**src/hw/rtl/kccl_pkg.sv**
```systemverilog
// shared types and constants of the keypad code countdown lock
package kccl_pkg;

    localparam int CODE_KEYS = 4;

    localparam logic [1:0] KIND_TICK = 2'd0;
    localparam logic [1:0] KIND_KEY  = 2'd1;
    localparam logic [1:0] KIND_ARM  = 2'd2;

    localparam logic [2:0] REG_PIN_CODE      = 3'd0;
    localparam logic [2:0] REG_PIN_LENGTH    = 3'd1;
    localparam logic [2:0] REG_ENTER_KEY     = 3'd2;
    localparam logic [2:0] REG_START_MINUTES = 3'd3;
    localparam logic [2:0] REG_START_SECONDS = 3'd4;
    localparam logic [2:0] REG_NORMAL_RELOAD = 3'd5;
    localparam logic [2:0] REG_ERROR_RELOAD  = 3'd6;

    localparam logic [6:0] MINUTES_MAX = 7'd99;
    localparam logic [5:0] SECONDS_MAX = 6'd59;

    localparam logic [31:0] PIN_CODE_RST      = 32'd151192065;
    localparam logic [2:0]  PIN_LENGTH_RST    = 3'd4;
    localparam logic [7:0]  ENTER_KEY_RST     = 8'd10;
    localparam logic [6:0]  START_MINUTES_RST = 7'd41;
    localparam logic [5:0]  START_SECONDS_RST = 6'd0;
    localparam logic [15:0] NORMAL_RELOAD_RST = 16'd24000;
    localparam logic [15:0] ERROR_RELOAD_RST  = 16'd2000;

    typedef struct packed {
        logic       push;
        logic       clear;
        logic [7:0] key;
    } kccl_hist_cmd_t;

    typedef struct packed {
        logic empty;
        logic match;
    } kccl_hist_stat_t;

endpackage

```
**src/hw/rtl/kccl_history.sv**
```systemverilog
// key history shift store, key count and code compare
module kccl_history #(
    parameter int HISTORY_DEPTH = 8
) (
    input  logic                     clk,
    input  logic                     rst_n,
    input  kccl_pkg::kccl_hist_cmd_t cmd,
    input  logic [31:0]              pin_code,
    input  logic [2:0]               pin_length,
    output kccl_pkg::kccl_hist_stat_t stat
);
    import kccl_pkg::*;

    localparam int CW = $clog2(HISTORY_DEPTH + 1);

    logic [7:0]    hist_reg [HISTORY_DEPTH];
    logic [CW-1:0] count_reg;
    logic [CW-1:0] count_next;
    logic          full;
    logic          keys_ok;

    assign full = (count_reg == CW'(HISTORY_DEPTH));

    always_comb
    begin
        count_next = count_reg;
        if (cmd.clear)
        begin
            count_next = '0;
        end
        else if (cmd.push && !full)
        begin
            count_next = count_reg + CW'(1);
        end
    end

    always_ff @(posedge clk or negedge rst_n)
    begin
        if (!rst_n)
        begin
            count_reg <= '0;
        end
        else
        begin
            count_reg <= count_next;
        end
    end

    for (genvar i = 0; i < HISTORY_DEPTH; i++)
    begin : g_entry
        localparam int SRC = (i == HISTORY_DEPTH - 1) ? i : i + 1;
        always_ff @(posedge clk)
        begin
            if (cmd.push)
            begin
                if (full)
                begin
                    hist_reg[i] <= (i == HISTORY_DEPTH - 1) ? cmd.key : hist_reg[SRC];
                end
                else if (count_reg == CW'(i))
                begin
                    hist_reg[i] <= cmd.key;
                end
            end
        end
    end

    always_comb
    begin
        keys_ok = 1'b1;
        for (int i = 0; i < CODE_KEYS; i++)
        begin
            if ((3'(i) < pin_length) && (hist_reg[i] != pin_code[8*i +: 8]))
            begin
                keys_ok = 1'b0;
            end
        end
    end

    assign stat.empty = (count_reg == '0);
    assign stat.match = (pin_length != 3'd0) && (pin_length <= 3'(CODE_KEYS))
                        && (CW'(pin_length) == count_reg) && keys_ok;

`ifndef SYNTH
    a_count_bound: assert property (@(posedge clk) disable iff (!rst_n)
        count_reg <= CW'(HISTORY_DEPTH))
        else $error("key count beyond history depth");
    a_clear_empties: assert property (@(posedge clk) disable iff (!rst_n)
        cmd.clear |=> stat.empty)
        else $error("history not empty after clear");
    a_push_grows: assert property (@(posedge clk) disable iff (!rst_n)
        cmd.push && !cmd.clear && !full |=> count_reg == $past(count_reg) + CW'(1))
        else $error("key count did not advance on push");
`endif

endmodule

```
**src/hw/rtl/keypad_code_countdown_lock_core.sv**
```systemverilog
// keypad code lock with minutes:seconds countdown, top level
//
// channel  direction  handshake             payload
// in       sink       in_valid / in_stall   kind, key_code
// out      source     out_valid / out_stall minutes_left .. fast_pace
// cfg      sink       cfg_valid / cfg_ready cfg_index, cfg_data
//
// one item per cycle while the result is not stalled
// the input register feeds one pass of update logic into the result register
// rst_n clears timer, flags, key count and the register file to defaults
// a stalled result holds; the input register keeps taking items until it is
// full behind a stalled result, then in_stall rises
module keypad_code_countdown_lock_core #(
    parameter int HISTORY_DEPTH = 8
) (
    input  logic        clk,
    input  logic        rst_n,
    input  logic        in_valid,
    output logic        in_stall,
    input  logic [1:0]  kind,
    input  logic [7:0]  key_code,
    output logic        out_valid,
    input  logic        out_stall,
    output logic [6:0]  minutes_left,
    output logic [5:0]  seconds_left,
    output logic        counting,
    output logic        defused,
    output logic        exploded,
    output logic        wrong_code,
    output logic        fast_pace,
    input  logic        cfg_valid,
    output logic        cfg_ready,
    input  logic [2:0]  cfg_index,
    input  logic [31:0] cfg_data
);
    import kccl_pkg::*;

    // register file
    logic [31:0] pin_code_reg;
    logic [2:0]  pin_length_reg;
    logic [7:0]  enter_key_reg;
    logic [6:0]  start_minutes_reg;
    logic [5:0]  start_seconds_reg;
    logic [15:0] normal_reload_reg;
    logic [15:0] error_reload_reg;

    // input stage
    logic        in_full_reg;
    logic [1:0]  kind_reg;
    logic [7:0]  key_reg;
    logic        advance;

    // timer state
    logic [6:0]  minutes_reg, minutes_next;
    logic [5:0]  seconds_reg, seconds_next;
    logic [15:0] prescale_reg, prescale_next;
    logic        running_reg, running_next;
    logic        fast_reg, fast_next;
    logic        defused_reg, defused_next;
    logic        exploded_reg, exploded_next;
    logic        wrong_next;

    // result register
    logic        out_full_reg;
    logic [6:0]  minutes_out_reg;
    logic [5:0]  seconds_out_reg;
    logic        counting_out_reg;
    logic        defused_out_reg;
    logic        exploded_out_reg;
    logic        wrong_out_reg;
    logic        fast_out_reg;

    kccl_hist_cmd_t  hist_cmd;
    kccl_hist_stat_t hist_stat;

    logic [15:0] reload_raw;
    logic [15:0] reload_cur;
    logic [15:0] reload_arm;
    logic [6:0]  min_dec;
    logic [5:0]  sec_dec;
    logic        time_zero;

    assign cfg_ready = 1'b1;

    always_ff @(posedge clk or negedge rst_n)
    begin
        if (!rst_n)
        begin
            pin_code_reg      <= PIN_CODE_RST;
            pin_length_reg    <= PIN_LENGTH_RST;
            enter_key_reg     <= ENTER_KEY_RST;
            start_minutes_reg <= START_MINUTES_RST;
            start_seconds_reg <= START_SECONDS_RST;
            normal_reload_reg <= NORMAL_RELOAD_RST;
            error_reload_reg  <= ERROR_RELOAD_RST;
        end
        else if (cfg_valid && cfg_ready)
        begin
            unique case (cfg_index)
                REG_PIN_CODE:      pin_code_reg      <= cfg_data;
                REG_PIN_LENGTH:    pin_length_reg    <= cfg_data[2:0];
                REG_ENTER_KEY:     enter_key_reg     <= cfg_data[7:0];
                REG_START_MINUTES: start_minutes_reg <= cfg_data[6:0];
                REG_START_SECONDS: start_seconds_reg <= cfg_data[5:0];
                REG_NORMAL_RELOAD: normal_reload_reg <= cfg_data[15:0];
                REG_ERROR_RELOAD:  error_reload_reg  <= cfg_data[15:0];
                default:           ;
            endcase
        end
    end

    // pipeline handshake
    assign advance  = in_full_reg && !(out_full_reg && out_stall);
    assign in_stall = in_full_reg && out_full_reg && out_stall;

    always_ff @(posedge clk or negedge rst_n)
    begin
        if (!rst_n)
        begin
            in_full_reg <= 1'b0;
        end
        else if (in_valid && !in_stall)
        begin
            in_full_reg <= 1'b1;
        end
        else if (advance)
        begin
            in_full_reg <= 1'b0;
        end
    end

    always_ff @(posedge clk)
    begin
        if (in_valid && !in_stall)
        begin
            kind_reg <= kind;
            key_reg  <= key_code;
        end
    end

    // update logic
    assign reload_raw = fast_reg ? error_reload_reg : normal_reload_reg;
    assign reload_cur = (reload_raw == 16'd0) ? 16'd1 : reload_raw;
    assign reload_arm = (normal_reload_reg == 16'd0) ? 16'd1 : normal_reload_reg;
    assign time_zero  = (minutes_reg == 7'd0) && (seconds_reg == 6'd0);
    assign sec_dec    = (seconds_reg == 6'd0) ? SECONDS_MAX : seconds_reg - 6'd1;
    assign min_dec    = (seconds_reg == 6'd0) ? minutes_reg - 7'd1 : minutes_reg;

    always_comb
    begin
        minutes_next  = minutes_reg;
        seconds_next  = seconds_reg;
        prescale_next = prescale_reg;
        running_next  = running_reg;
        fast_next     = fast_reg;
        defused_next  = defused_reg;
        exploded_next = exploded_reg;
        wrong_next    = 1'b0;
        hist_cmd      = '{push: 1'b0, clear: 1'b0, key: key_reg};
        if (advance)
        begin
            unique case (kind_reg)
                KIND_ARM:
                begin
                    minutes_next  = (start_minutes_reg > MINUTES_MAX) ? MINUTES_MAX
                                                                      : start_minutes_reg;
                    seconds_next  = (start_seconds_reg > SECONDS_MAX) ? SECONDS_MAX
                                                                      : start_seconds_reg;
                    hist_cmd.clear = 1'b1;
                    running_next  = 1'b1;
                    fast_next     = 1'b0;
                    defused_next  = 1'b0;
                    exploded_next = 1'b0;
                    prescale_next = reload_arm;
                end
                KIND_TICK:
                begin
                    if (running_reg)
                    begin
                        if (prescale_reg <= 16'd1)
                        begin
                            prescale_next = reload_cur;
                            if (time_zero)
                            begin
                                exploded_next = 1'b1;
                                running_next  = 1'b0;
                            end
                            else
                            begin
                                minutes_next = min_dec;
                                seconds_next = sec_dec;
                                if ((min_dec == 7'd0) && (sec_dec == 6'd0))
                                begin
                                    exploded_next = 1'b1;
                                    running_next  = 1'b0;
                                end
                            end
                        end
                        else
                        begin
                            prescale_next = prescale_reg - 16'd1;
                        end
                    end
                end
                KIND_KEY:
                begin
                    if (running_reg)
                    begin
                        if (key_reg == enter_key_reg)
                        begin
                            if (!hist_stat.empty)
                            begin
                                if (hist_stat.match)
                                begin
                                    defused_next = 1'b1;
                                    running_next = 1'b0;
                                end
                                else
                                begin
                                    wrong_next = 1'b1;
                                    fast_next  = 1'b1;
                                end
                            end
                            hist_cmd.clear = 1'b1;
                        end
                        else
                        begin
                            hist_cmd.push = 1'b1;
                        end
                    end
                end
                default: ;
            endcase
        end
    end

    always_ff @(posedge clk or negedge rst_n)
    begin
        if (!rst_n)
        begin
            minutes_reg  <= '0;
            seconds_reg  <= '0;
            prescale_reg <= '0;
            running_reg  <= 1'b0;
            fast_reg     <= 1'b0;
            defused_reg  <= 1'b0;
            exploded_reg <= 1'b0;
        end
        else
        begin
            minutes_reg  <= minutes_next;
            seconds_reg  <= seconds_next;
            prescale_reg <= prescale_next;
            running_reg  <= running_next;
            fast_reg     <= fast_next;
            defused_reg  <= defused_next;
            exploded_reg <= exploded_next;
        end
    end

    kccl_history #(
        .HISTORY_DEPTH(HISTORY_DEPTH)
    ) u_history (
        .clk        (clk),
        .rst_n      (rst_n),
        .cmd        (hist_cmd),
        .pin_code   (pin_code_reg),
        .pin_length (pin_length_reg),
        .stat       (hist_stat)
    );

    // result register
    always_ff @(posedge clk or negedge rst_n)
    begin
        if (!rst_n)
        begin
            out_full_reg <= 1'b0;
        end
        else if (advance)
        begin
            out_full_reg <= 1'b1;
        end
        else if (!out_stall)
        begin
            out_full_reg <= 1'b0;
        end
    end

    always_ff @(posedge clk)
    begin
        if (advance)
        begin
            minutes_out_reg  <= minutes_next;
            seconds_out_reg  <= seconds_next;
            counting_out_reg <= running_next;
            defused_out_reg  <= defused_next;
            exploded_out_reg <= exploded_next;
            wrong_out_reg    <= wrong_next;
            fast_out_reg     <= fast_next;
        end
    end

    assign out_valid    = out_full_reg;
    assign minutes_left = minutes_out_reg;
    assign seconds_left = seconds_out_reg;
    assign counting     = counting_out_reg;
    assign defused      = defused_out_reg;
    assign exploded     = exploded_out_reg;
    assign wrong_code   = wrong_out_reg;
    assign fast_pace    = fast_out_reg;

`ifndef SYNTH
    a_end_states_apart: assert property (@(posedge clk) disable iff (!rst_n)
        !(defused_reg && exploded_reg))
        else $error("defused and exploded both set");
    a_running_not_ended: assert property (@(posedge clk) disable iff (!rst_n)
        running_reg |-> !defused_reg && !exploded_reg)
        else $error("count running after an end state");
    a_seconds_range: assert property (@(posedge clk) disable iff (!rst_n)
        seconds_reg <= SECONDS_MAX)
        else $error("seconds count out of range");
    a_stall_holds_input: assert property (@(posedge clk) disable iff (!rst_n)
        in_stall |=> in_full_reg && $stable(kind_reg) && $stable(key_reg))
        else $error("input stage lost an item under stall");
`endif

endmodule
```
**config.mk**
```make
export PLATFORM = sky130hd
export DESIGN_NAME = keypad_code_countdown_lock_core
export DESIGN_NICKNAME = d
export VERILOG_FILES = /design/src/hw/rtl/kccl_pkg.sv /design/src/hw/rtl/kccl_history.sv /design/src/hw/rtl/keypad_code_countdown_lock_core.sv
export SDC_FILE = /design/constraint.sdc
export NUM_CORES = 1
export LEC_CHECK = 0
export BUFFER_PORTS_ARGS = -buffer_cell sky130_fd_sc_hd__buf_2
export CORE_UTILIZATION = 25
export CTS_CLUSTER_DIAMETER = 120
export CTS_CLUSTER_SIZE = 10
export DETAILED_ROUTE_END_ITERATION = 8
export PLACE_DENSITY = 0.45
export SLEW_MARGIN = 40
export SYNTH_ARGS = -nofsm -noshare
export SYNTH_HDL_FRONTEND = slang
export SYNTH_HIERARCHICAL = 1
export SYNTH_SLANG_ARGS = --single-unit
```
**constraint.sdc**
```tcl
create_clock -name clk -period 8.1 [get_ports clk]
set_clock_uncertainty 0.2 [all_clocks]
set_input_delay 0.81 -clock clk [delete_from_list [all_inputs] [get_ports clk]]
set_output_delay 0.81 -clock clk [all_outputs]
set_load 0.1 [all_outputs]
```
# Word level (Yosys, flattened, before mapping)
# Memories as Yosys holds them, arrays and structs flattened.
# Index checks and enable logic that the tools add are counted.
[op_classes] magnitude_cmp=8 div_mod_pow=0 bitwise=11 reduce_logical=40 n_mux=107 add_sub_neg=4 shift=0 multipliers=0 eq_ne=24
[ops] operator="2-to-1 mux 16 bit" n=5
[ops] operator="2-to-1 mux 1 bit" n=70
[ops] operator="2-to-1 mux 8 bit" n=8
[ops] operator="2-to-1 mux 7 bit" n=6
[ops] operator="2-to-1 mux 6 bit" n=6
[ops] operator="zero test 16 bit" n=2
[ops] operator="!= test 8 bit" n=4
[ops] operator="case mux 16 bit (2 select lines)" n=1
[ops] operator="equality test 4 x 3 -> 1 bit (second input constant)" n=4
[ops] operator="<= comparator 16 x 1 -> 1 bit (second input constant)" n=1
[ops] operator="subtractor 16 x 1 -> 16 bit (second input constant)" n=1
[ops] operator="logical AND 1 bit" n=15
[ops] operator="zero test 7 bit" n=2
[ops] operator="case mux 7 bit (2 select lines)" n=1
[ops] operator="AND reduction 2 bit" n=7
[ops] operator="zero test 6 bit" n=2
[ops] operator="case mux 6 bit (2 select lines)" n=1
[ops] operator="equality test 3 bit (second input constant)" n=3
[ops] operator="equality test 4 x 2 -> 1 bit (second input constant)" n=2
[ops] operator="equality test 8 bit" n=1
[ops] operator="2-to-1 mux 4 bit" n=2
[ops] operator="bitwise OR 1 bit" n=8
[ops] operator="case mux 1 bit (2 select lines)" n=4
[ops] operator="> comparator 7 bit (second input constant)" n=1
[ops] operator="other kinds (27)" n=37
[word_totals] memories=1 word_cells=221 input_bits=50 ram_bits=64 ff_bits=155 latch_bits=0 rom_bits=0 output_inout_bits=21
[mem_list] memory="u_history.hist_reg" depth=8 word_bits=8 read_ports=8 rd_ports_with_merged_regs=0 wr=8 line_no="kccl_history.sv:16" rtl="logic [7:0] hist_reg [HISTORY_DEPTH];"

# Logic depth before layout (Yosys ltp)
# Gate-level depths: netlist of run 1.
# An unclocked memory read counts as a cell.
[logic_depth] word_depth=14 mapped_depth=9 mapped_depth_nobuf=8

# By module
# The synthesis of run 1 kept the hierarchy.
[by_module_without_submodules] mod="keypad_code_countdown_lock_core" area_each_um2=7089.3 cells_per_inst=589 n_inst=1
[by_module_without_submodules] mod="kccl_history" area_each_um2=3379.5 cells_per_inst=227 n_inst=1

# Worst setup path before layout of run 1
# Ideal clock, no wire load.
[synth_path] path_type="register -> register" startpoint="register out_full_reg (netlist: out_valid)" endpoint="register minutes_out_reg[4] (netlist: minutes_left[4]), data pin" arrival_ps=2609 path_stages_with_launch=8 required_ps=7607 period_less_slack_ps=3102 path_slack_ps=4998 setup_ps=293 path_cell_list="dfrtp_1 > a21bo_2 > inv_1 > clkbuf_1 > nand2_1 > clkbuf_1 > o211ai_1 > o311ai_0"
[synth_between] elab_chain_cells=4
[synth_lines] item="start, declared" line_no="keypad_code_countdown_lock_core.sv:64" rtl="logic out_full_reg;"
[synth_lines] item="start signal, assigned" line_no="keypad_code_countdown_lock_core.sv:277" rtl="out_full_reg <= 1'b0;"
[synth_lines] item="start signal, assigned" line_no="keypad_code_countdown_lock_core.sv:281" rtl="out_full_reg <= 1'b1;"
[synth_lines] item="start signal, assigned" line_no="keypad_code_countdown_lock_core.sv:285" rtl="out_full_reg <= 1'b0;"
[synth_lines] item="logical AND 1 bit" line_no="keypad_code_countdown_lock_core.sv:113" rtl="assign advance = in_full_reg && !(out_full_reg && out_stall);"
[synth_lines] item="zero test 1 bit" line_no="keypad_code_countdown_lock_core.sv:113"
[synth_lines] item="logical AND 1 bit" line_no="keypad_code_countdown_lock_core.sv:113"
[synth_lines] item="via advance" line_no="keypad_code_countdown_lock_core.sv:51" rtl="logic advance;"
[synth_lines] item="2-to-1 mux 7 bit" line_no="keypad_code_countdown_lock_core.sv:160" rtl="if (advance)"
[synth_lines] item="via minutes_next[4]" line_no="keypad_code_countdown_lock_core.sv:54" rtl="logic [6:0] minutes_reg, minutes_next;"
[synth_lines] item="end signal, assigned" line_no="keypad_code_countdown_lock_core.sv:293" rtl="minutes_out_reg <= minutes_next;"
[synth_lines] item="end, declared" line_no="keypad_code_countdown_lock_core.sv:65" rtl="logic [6:0] minutes_out_reg;"
# The timed path passes the listed nets, and every way through them passes these cells.
# A chain may end at the register's enable or synchronous reset.

# Worst setup path in the final report of run 1
[layout_path] startpoint="register kind_reg[1]" endpoint="register seconds_out_reg[3] (netlist: seconds_left[3]), data pin"
[layout_between] elab_chain_cells=3 word_cells_on_any_way=4 cone_classes="eq/ne: 1; mux: 2; reduce/logical: 1"
[layout_lines] item="start, declared" line_no="keypad_code_countdown_lock_core.sv:49" rtl="logic [1:0] kind_reg;"
[layout_lines] item="start signal, assigned" line_no="keypad_code_countdown_lock_core.sv:136" rtl="kind_reg <= kind;"
[layout_lines] item="equality test 2 bit / zero test 2 bit (equally long branches)" line_no="keypad_code_countdown_lock_core.sv:162" rtl="unique case (kind_reg)"
[layout_lines] item="case mux 6 bit (2 select lines) *" line_no="keypad_code_countdown_lock_core.sv:162"
[layout_lines] item="2-to-1 mux 6 bit *" line_no="keypad_code_countdown_lock_core.sv:160"
[layout_lines] item="via seconds_next[3]" line_no="keypad_code_countdown_lock_core.sv:55" rtl="logic [5:0] seconds_reg, seconds_next;"
[layout_lines] item="end signal, assigned" line_no="keypad_code_countdown_lock_core.sv:294" rtl="seconds_out_reg <= seconds_next;"
[layout_lines] item="end, declared" line_no="keypad_code_countdown_lock_core.sv:66" rtl="logic [5:0] seconds_out_reg;"
# The timed path passes the listed nets; every way through them passes the cells marked *.

==> flow_summary_export.csv, run 1 <==
group,metric,value,unit
logic_synthesis,synth-main-ff-cell,"dfrtp_1",
drt,dr.pass1.iters,7,
timing,worst_pin_slew,833,ps
power,ir_worst_vdd,0.159,mV
floorplan,die_w,207,um
layout,largest_reg_flops,64,
cts,clk_latency,540,ps
grt,antenna_found_initial,0,
setup_path,worstPathRequired,8190,ps
logic_synthesis,ys_warn_count,6,
grt,grt_max_degree,67,
setup_path,reg2reg_from,"kind_reg[1]",
logic_synthesis,syn_avg_cell_area,12.8,um^2
setup_path,crit_type,"register to register",
setup_path,worstPathArrival,3820,ps
setup_path,crit_end,"seconds_left[3]",
logic_synthesis,synth_edf_count,92,
worst_hold_path,min_path_type,"primary input to async pin",
timing,period_needed,3730,ps
setup_path,cp_max_fo,17,
drt,ant_nets,0,
floorplan,initial_core_util,25.5,%
setup_path,critPathSlowestCell,"nand4_1",
drt,drt_iter0_drc,328,
cts,post_cts_buffers,0,
drt,vias,6796,
logic_synthesis,synth_nets,879,
layout,final_cell_mix,"144 x mux2_2, 102 x dfrtp_1, 92 x edfxtp_1",
cts,cts-resized-gates,0,
logic_synthesis,synth_area,10500,um^2
setup_path,start_kind,"register",
cts,cts_max_level,1,
timing,setup_viol,0,
layout,num_antenna_cells,0,
drt,drt_wl_total,27.4,mm
grt,grt_pass1_vias,7010,
setup_path,crit_chain,"inv_1 > ha_1 > and2_1 > and2_1 > nand4_1 > and3_1 > a211o_1",
timing,period_share,46.1,%
run_status,status,"finished with violations",
drt,drc,4,
layout,syn2layout_area_growth,16.0,%
floorplan,core_area,41100,um^2
timing,timing.fmax,0.268,GHz
grt,grt_pass1_wl,42.2,mm
timing,worst_slack,4370,ps
power,cellLeakagePower,0.00448,uW
setup_path,cp.depth,7,
setup_path,critPathMaxStageDelay,600,ps
run_status,violations,"design-rule violations",
setup_path,startpoint,"kind_reg[1]",
logic_synthesis,synth_seq_cells,219,
cts,cts_buffer_depth,3,
placed_design,place_hpwl,19.7,mm
cts,clk_pin_slew,70,ps
timing,relSlewSlack,43.7,%
run,maxCapViolCount,0,
placed_design,port_buffers,69,
setup_path,critPathTopFamily,"simple AND/OR/NAND/NOR gates",
drt,viasPerCell,4.73,
cts,holdBufCountCts,0,
power,p_per_area,275,nW/um^2
floorplan,fp.dieH,207,um
logic_synthesis,yosys.cell_types.count,70,
setup_path,rrSetupSlack,4370,ps
timing,rsz0062_at_grt,"false",
cts,ctsRootBufferMaster,"clkbuf_16",
floorplan,num_io_pins,71,
placed_design,globalplace.congestion,0.886,
layout,drive_above_1_share,32.3,%
setup_path,r2r_end,"seconds_left[3]",
cts,cts_tree,"built",
logic_synthesis,ys_async_sr_fraction,58.0,%
floorplan,row_count,74,
setup_path,crit_path_end_kind,"register",
setup_path,path_common_cell,"and2_1",
logic_synthesis,seq_area_frac_synth,57.0,%
layout,multi_input_area,4300,um^2
floorplan,dieArea,42700,um^2
grt,grt_usage,13.0,%
setup_path,ff2ff_path_depth,7,
cts,cts_buffers,25,
logic_synthesis,syn_inst,816,
layout,fillCellCount,4262,
placed_design,pre_cts_ws,4070,ps
layout,utilization,29.5,%
timing,fin_setup_tns,0,ps
timing,finalHoldViolCount,0,
drt,wl_per_cell,19.1,um
timing,drv_slew,0,
cts,cts_sinks,219,
grt,gr-total-overflow,0,
layout,final_common_cell,"mux2_2",
setup_path,path_buf_inv,1,
layout,regArea,5970,um^2
layout,final_nets,949,
synth_stat cells (8+ instances only):
cell type / count / share of area (%)
a21oi_1: 17 / 0.81
and2_1: 8 / 0.48
clkbuf_1: 22 / 0.79
dfrtp_1: 102 / 24
dfstp_2: 25 / 6.3
edfxtp_1: 92 / 26
ha_1: 13 / 1.6
inv_1: 23 / 0.82
mux2_2: 144 / 15
nand2_1: 37 / 1.3
nand2b_1: 13 / 0.78
nand3_1: 30 / 1.4
nand4_1: 13 / 0.78
nor2_1: 22 / 0.79
nor3_1: 17 / 0.81
nor4_1: 21 / 1.3
o211ai_1: 8 / 0.57
o21ai_0: 30 / 1.4
o22ai_1: 11 / 0.66
or4_1: 8 / 0.57
xnor2_1: 30 / 2.5
xor2_1: 22 / 1.8
worst reg2reg max path, cell delays in order, from the launching register on:
cell and delay, ps:
edfxtp_1 410, inv_1 140, ha_1 590, and2_1 280, and2_1 570, nand4_1 600
and3_1 410, a211o_1 280
area by class of cell:
class / instances / area share [%]
sequential: 219 / 49.2
multi-input combinational: 541 / 35.4
clock buffer: 45 / 5.77
tap: 532 / 5.48
timing repair buffer: 76 / 3.39
inverter: 23 / 0.711
clock inverter: 1 / 0.0721
worst min-delay path by stage:
| stage | to | depth (start not counted) |
|---|---|---|
| after CTS | prescale_reg[10] | 1 |
| after global placement | out_valid | 1 |
| after global routing | prescale_reg[10] | 1 |
| after floorplan | out_valid | 1 |
| after detailed placement | out_valid | 1 |
| final | prescale_reg[10] | 1 |
where the power goes:
part	internal (uW)	switching, uW	leakage (uW)
logic	293	420	0.00180
registers	1380	216	0.00234
clock network	579	451	0.000336
per-stage QoR:
step | total power (uW) | std cells | hold slack [ps] | instance area [um^2]
after floorplan | 2110 | 816 | 241 | 10500
after global placement | 2320 | 1388 | 253 | 11400
after detailed placement | 2320 | 1391 | 255 | 11400
after CTS | 3380 | 1437 | 77.1 | 12100
after global routing | 3510 | 1437 | 112 | 12100
final | 3340 | 1437 | 67.0 | 12100
cells by family after synthesis:
| family | Yosys count | synth area share [%] |
|---|---|---|
| buf+inv | 56 | 2.16 |
| fa+ha+maj | 13 | 1.55 |
| xor+xnor | 52 | 4.35 |
| other cells | 1 | 0.0358 |
| mux | 148 | 15.9 |
| flops | 219 | 57.0 |
| simple gates | 210 | 11.4 |
| compound gates | 117 | 7.54 |
metal layers:
metal	up-vias	wire length (um)	global-route usage, %
met5	-	0	0
met4	0	591	3.05
met3	39	1060	2.07
met2	137	13100	21.6
met1	3398	12700	17.6
li1	3222	-	-
No activity file was read; power rests on OpenSTA's default activity.
==> inputs of run 2 (changes only) <==
- ABC_AREA: unset -> 1
- PLACE_DENSITY: 0.45 -> 0.46
- clock period: 8.1 -> 3.2 ns (I/O delays scaled with it)
==> flow_summary_export.csv, run 2 <==
group,metric,value,unit
setup_path,r2r_end,"u_history/hist_reg[1][28]",
drt,dr_wl_met3,1.29,mm
floorplan,row_count,76,
timing,fin_setup_tns,0,ps
grt,grt_usage,13.6,%
drt,wl_per_cell,15.6,um
placed_design,port_buffers,69,
grt,gr-total-overflow,0,
drt,wl_met1,14.3,mm
layout,drive_above_1_share,18.1,%
cts,cts-resized-gates,0,
setup_path,cp_max_fo,8,
grt,grt_pass1_vias,8279,
drt,wl_met2,13.7,mm
power,ir_worst_vdd,0.343,mV
drt,drt_iter0_drc,475,
cts,clk_latency,550,ps
run_status,status,"completed",
layout,final_common_cell,"nand2_1",
logic_synthesis,seq_area_frac_synth,53.8,%
logic_synthesis,synth.most_common_cell,"nand2_1",
worst_hold_path,min_path_type,"primary input to register",
worst_hold_path,hold_depth,3,
setup_path,crit_path_end_kind,"register",
grt,grt_pass1_wl,47.5,mm
setup_path,path_buf_inv,1,
logic_synthesis,yosys.cell_types.count,54,
cts,cts_buffers,26,
setup_path,reg2reg_from,"kind_reg[1]",
layout,num_antenna_cells,0,
power,p_per_area,711,nW/um^2
timing,finalHoldViolCount,0,
logic_synthesis,synth_nets,1267,
worst_hold_path,hp-start,"cfg_data[6]",
layout,syn2layout_area_growth,19.0,%
power,cellLeakagePower,0.00581,uW
grt,grt_max_degree,70,
setup_path,crit_chain,"inv_1 > ha_1 > nand3_1 > nor2_1 > nand4_1 > nand2_1",
setup_path,start_kind,"register",
setup_path,worstPathArrival,2930,ps
floorplan,fp.dieH,213,um
layout,utilization,30.4,%
setup_path,worstPathRequired,3210,ps
logic_synthesis,synth_edf_count,92,
setup_path,critPathSlowestCell,"nand2_1",
setup_path,critPathTopFamily,"simple AND/OR/NAND/NOR gates",
cts,cts_buffer_depth,3,
placed_design,globalplace.congestion,0.849,
cts,cts_max_level,1,
logic_synthesis,ys_async_sr_fraction,58.0,%
timing,timing.fmax,0.342,GHz
logic_synthesis,synth_seq_cells,219,
logic_synthesis,synth_top_area_share,24.9,%
drt,vias,8347,
logic_synthesis,synth_common_cells,"330 x nand2_1, 123 x o21ai_0, 113 x inv_1",
drt,top_layer_used,"met5",
power,p_total,9380,uW
timing,setup_viol,0,
timing,relSlewSlack,51.3,%
layout,final_nets,1379,
timing,worst_pin_slew,728,ps
layout,fillCellCount,4633,
setup_path,crit_type,"register to register",
timing,period_share,91.3,%
floorplan,dieArea,45200,um^2
drt,viasPerCell,4.35,
worst_hold_path,holdPathEnd,"pin_code_reg[6]",
timing,period_needed,2920,ps
cts,cts_sinks,219,
grt,antenna_found_initial,4,
logic_synthesis,ys_warn_count,6,
logic_synthesis,synth.largest_area_cell,"edfxtp_1",
cts,cts_tree,"built",
floorplan,initial_core_util,25.5,%
setup_path,rrSetupSlack,280,ps
floorplan,die_w,213,um
logic_synthesis,syn_avg_cell_area,9.22,um^2
layout,largest_reg_flops,64,
logic_synthesis,synth_area_leaders,"edfxtp_1 25%, dfrtp_1 23%, nand2_1 11%",
logic_synthesis,syn_inst,1204,
layout,final_cell_mix,"328 x nand2_1, 123 x o21ai_0, 113 x inv_1",
cts,ctsRootBufferMaster,"clkbuf_16",
floorplan,core_area,43500,um^2
run,maxCapViolCount,0,
logic_synthesis,synth_area,11100,um^2
setup_path,ff2ff_path_depth,6,
timing,rsz0062_at_grt,"false",
placed_design,place_hpwl,22.1,mm
drt,ant_nets,0,
setup_path,critPathMaxStageDelay,500,ps
drt,drc,0,
drt,dr.pass1.iters,5,
cts,clk_pin_slew,60,ps
timing,drv_slew,0,
logic_synthesis,synth-main-ff-cell,"dfrtp_1",
drt,drt_wl_total,29.9,mm
floorplan,num_io_pins,71,
-- run 2: layer usage --
| layer | vias to the layer above | track usage, % |
|---|---|---|
| met5 | - | 0 |
| met4 | 4 | 3.00 |
| met3 | 40 | 2.32 |
| met2 | 156 | 22.1 |
| met1 | 3936 | 18.9 |
| li1 | 4211 | - |
-- run 2: worst max path at each step --
stage / from / to / cells past startpoint / slack (ps)
final: kind_reg[1] / u_history/hist_reg[1][28] / 6 / 280
after global routing: kind_reg[1] / u_history/hist_reg[1][28] / 6 / 6
after CTS: kind_reg[1] / u_history/hist_reg[1][28] / 6 / 290
after detailed placement: kind_reg[1] / u_history/hist_reg[1][31] / 6 / 280
after global placement: kind_reg[1] / u_history/hist_reg[1][31] / 6 / 370
after floorplan: out_valid / u_history/hist_reg[1][0] / 10 / 80
-- run 2: repair_timing --
item / CTS / global route
hold buffers: 39 / 0
setup buffers: 0 / 0
hold endpoints to repair: 102 / 0
-- run 2: where the power goes --
| group | internal, uW | switching [uW] | leakage (uW) |
|---|---|---|---|
| combinational | 885 | 1840 | 0.00306 |
| sequential | 3480 | 461 | 0.00239 |
| clock | 1530 | 1190 | 0.000358 |
-- run 2: worst register-to-register path: cells and delay by family, from the launching register on --
kind                     cells  cell delay, ps
buffers and inverters        1             110
adder cells (fa/ha/maj)      1             270
AND/OR/NAND/NOR              4            1550
flip-flops                   1             450
-- run 2: per-stage QoR --
stage | setup slack (ps) | std cells | hold WS (ps) | area, um^2
final | 279 | 1921 | 27.1 | 13200
after CTS | 287 | 1921 | 7.71 | 13200
after floorplan | 76.9 | 1204 | -176 | 11100
after global placement | 366 | 1834 | 186 | 12100
after global routing | 6.42 | 1921 | 31.1 | 13200
after detailed placement | 278 | 1834 | 187 | 12100
-- run 2: kinds of logic (layout without fill, tap and decap cells) --
| group | after synthesis | in the layout | share of synthesized area, % |
|---|---|---|---|
| adders and majority gates | 13 | 13 | 1.47 |
| xor gates and xnor gates | 40 | 40 | 3.16 |
| other | 1 | 1 | 0.0338 |
| DFF | 219 | 219 | 53.8 |
| AOI/OAI and AO/OA | 242 | 242 | 12.7 |
| buffers and inverters | 165 | 297 | 6.56 |
| muxes | 17 | 17 | 1.71 |
| and+or+nand+nor | 507 | 507 | 20.5 |
-- run 2: area by class of cell --
type	count	area, um^2	area share [%]
Sequential cell	219	5970	45.2
Multi-Input combinational cell	820	4400	33.4
Timing Repair Buffer	120	845	6.40
Tap cell	585	732	5.55
Clock buffer	45	722	5.47
Inverter	129	497	3.76
Clock inverter	3	30.0	0.227
==> inputs of run 3 (changes only) <==
- PLACE_DENSITY: 0.46 -> 0.38
==> flow_summary_export.csv, run 3 (same netlist as run 2, synthesis figures left out) <==
group,metric,value,unit
floorplan,row_count,76,
timing,drv_slew,0,
cts,cts_tree,"built",
grt,grt_pass1_vias,8247,
setup_path,worstPathRequired,3190,ps
placed_design,pre_cts_ws,238,ps
layout,fillCellCount,4642,
setup_path,worstPathArrival,2960,ps
setup_path,start_kind,"register",
power,switching_share,37.5,%
drt,vias,8260,
floorplan,die_w,213,um
grt,grt_usage,14.6,%
power,seqPwrFrac,42.0,%
timing,finalHoldViolCount,0,
floorplan,initial_core_util,25.5,%
setup_path,crit_path_end_kind,"register",
setup_path,critPathSlowestCell,"nand2_1",
setup_path,rrSetupSlack,230,ps
placed_design,port_buffers,69,
power,p_per_area,716,nW/um^2
drt,drt_iter0_drc,427,
drt,wl_per_cell,16.8,um
cts,cts_sinks,219,
grt,antenna_found_initial,1,
layout,final_common_cell,"nand2_1",
grt,grt_max_degree,67,
power,ir_worst_vdd,0.361,mV
layout,final_cell_mix,"328 x nand2_1, 123 x o21ai_0, 113 x inv_1",
drt,drc,0,
floorplan,fp.dieH,213,um
power,switching_power,3540,uW
timing,setup_viol,0,
setup_path,reg2reg_from,"kind_reg[1]",
floorplan,core_area,43500,um^2
cts,cts_buffers,26,
drt,drt_wl_total,32.2,mm
timing,rsz0062_at_grt,"false",
setup_path,crit_chain,"inv_1 > ha_1 > nand3_1 > nor2_1 > nand4_1 > nand2_1",
worst_hold_path,hold_depth,3,
drt,viasPerCell,4.30,
timing,fin_setup_tns,0,ps
layout,largest_reg_flops,64,
setup_path,cp_max_fo,8,
layout,drive_above_1_share,18.1,%
power,cellLeakagePower,0.00581,uW
floorplan,num_io_pins,71,
cts,ctsRootBufferMaster,"clkbuf_16",
worst_hold_path,min_path_type,"primary input to register",
setup_path,crit_type,"register to register",
worst_hold_path,hp-start,"cfg_data[3]",
setup_path,ff2ff_path_depth,6,
drt,ant_nets,0,
grt,grt_pass1_wl,49.8,mm
layout,final_nets,1377,
power,p_comb_share,28.8,%
floorplan,dieArea,45200,um^2
power,p_int,5910,uW
timing,relSlewSlack,45.9,%
cts,clk_latency,550,ps
grt,gr-total-overflow,0,
timing,worst_slack,233,ps
drt,dr.pass1.iters,5,
layout,syn2layout_area_growth,19.1,%
run,maxCapViolCount,0,
cts,post_cts_buffers,0,
timing,timing.fmax,0.337,GHz
setup_path,startpoint,"kind_reg[1]",
power,clkPwrFrac,29.2,%
cts,cts_buffer_depth,3,
timing,period_share,92.7,%
worst_hold_path,holdPathEnd,"normal_reload_reg[3]",
cts,cts_max_level,1,
timing,hold_ws,2.40,ps
timing,period_needed,2970,ps
placed_design,place_hpwl,23.5,mm
timing,worst_pin_slew,808,ps
run_status,status,"completed",
placed_design,globalplace.congestion,0.825,
setup_path,r2r_end,"u_history/hist_reg[1][31]",
cts,holdBufCountCts,39,
cts,cts-resized-gates,0,
setup_path,critPathMaxStageDelay,520,ps
cts,clk_pin_slew,60,ps
[run 3: changes by cell type in the layout (fill, tap and decap cells not counted)]
cell	before	now
buf_4	11	9
clkbuf_1	19	18
clkbuf_8	0	1
clkinv_16	0	1
clkinv_4	0	1
clkinv_8	1	0
diode_2	0	1
inv_6	1	0
[run 3: routing by layer]
layer	GRT usage [%]	routed length, um	up-vias
met5	0	0	-
met4	2.78	481	0
met3	2.06	1090	29
met2	24.0	15000	116
met1	20.4	15700	3908
li1	-	-	4207
[run 3: final cells by class]
type	instances	area, um^2	share of cell area, %
Sequential cell	219	5970	45.2
Tap cell	585	732	5.54
Inverter	129	497	3.76
Clock buffer	45	732	5.54
Clock inverter	3	43.8	0.331
Antenna cell	1	2.50	0.0189
Timing Repair Buffer	118	830	6.28
Multi-Input combinational cell	820	4400	33.3
[run 3: worst max-delay path by stage]
stage	slack [ps]	cells after the start	to
6_report	230	6	u_history/hist_reg[1][31]
3_3_place_gp	310	6	u_history/hist_reg[1][31]
5_1_grt	10	6	u_history/hist_reg[1][31]
4_1_cts	220	6	u_history/hist_reg[1][31]
2_1_floorplan	80	10	u_history/hist_reg[1][0]
3_5_place_dp	240	6	u_history/hist_reg[1][31]
[run 3: per-stage QoR]
| step | util (%) | std cells | area, um^2 | power (uW) |
|---|---|---|---|---|
| after global routing | 30.4 | 1919 | 13200 | 10100 |
| after global placement | 27.7 | 1832 | 12000 | 6740 |
| after floorplan | - | 1204 | 11100 | 5980 |
| after CTS | 30.4 | 1919 | 13200 | 9620 |
| final | 30.4 | 1920 | 13200 | 9450 |
| after detailed placement | 27.7 | 1832 | 12000 | 6730 |
[run 3: critical path, delay by kind of cell (launching register included)]
kind	cells	cell delay [ps]
adders and majority gates	1	290
buffers and inverters	1	110
DFF	1	450
and+or+nand+nor	4	1550
[run 3: power groups by stage]
stage,logic [uW],registers [uW],clock network (uW)
floorplan,1830,4150,0
global placement,2710,4030,0
detailed placement,2700,4030,0
CTS,2760,3980,2880
global route,3070,4040,3000
finish,2720,3970,2760
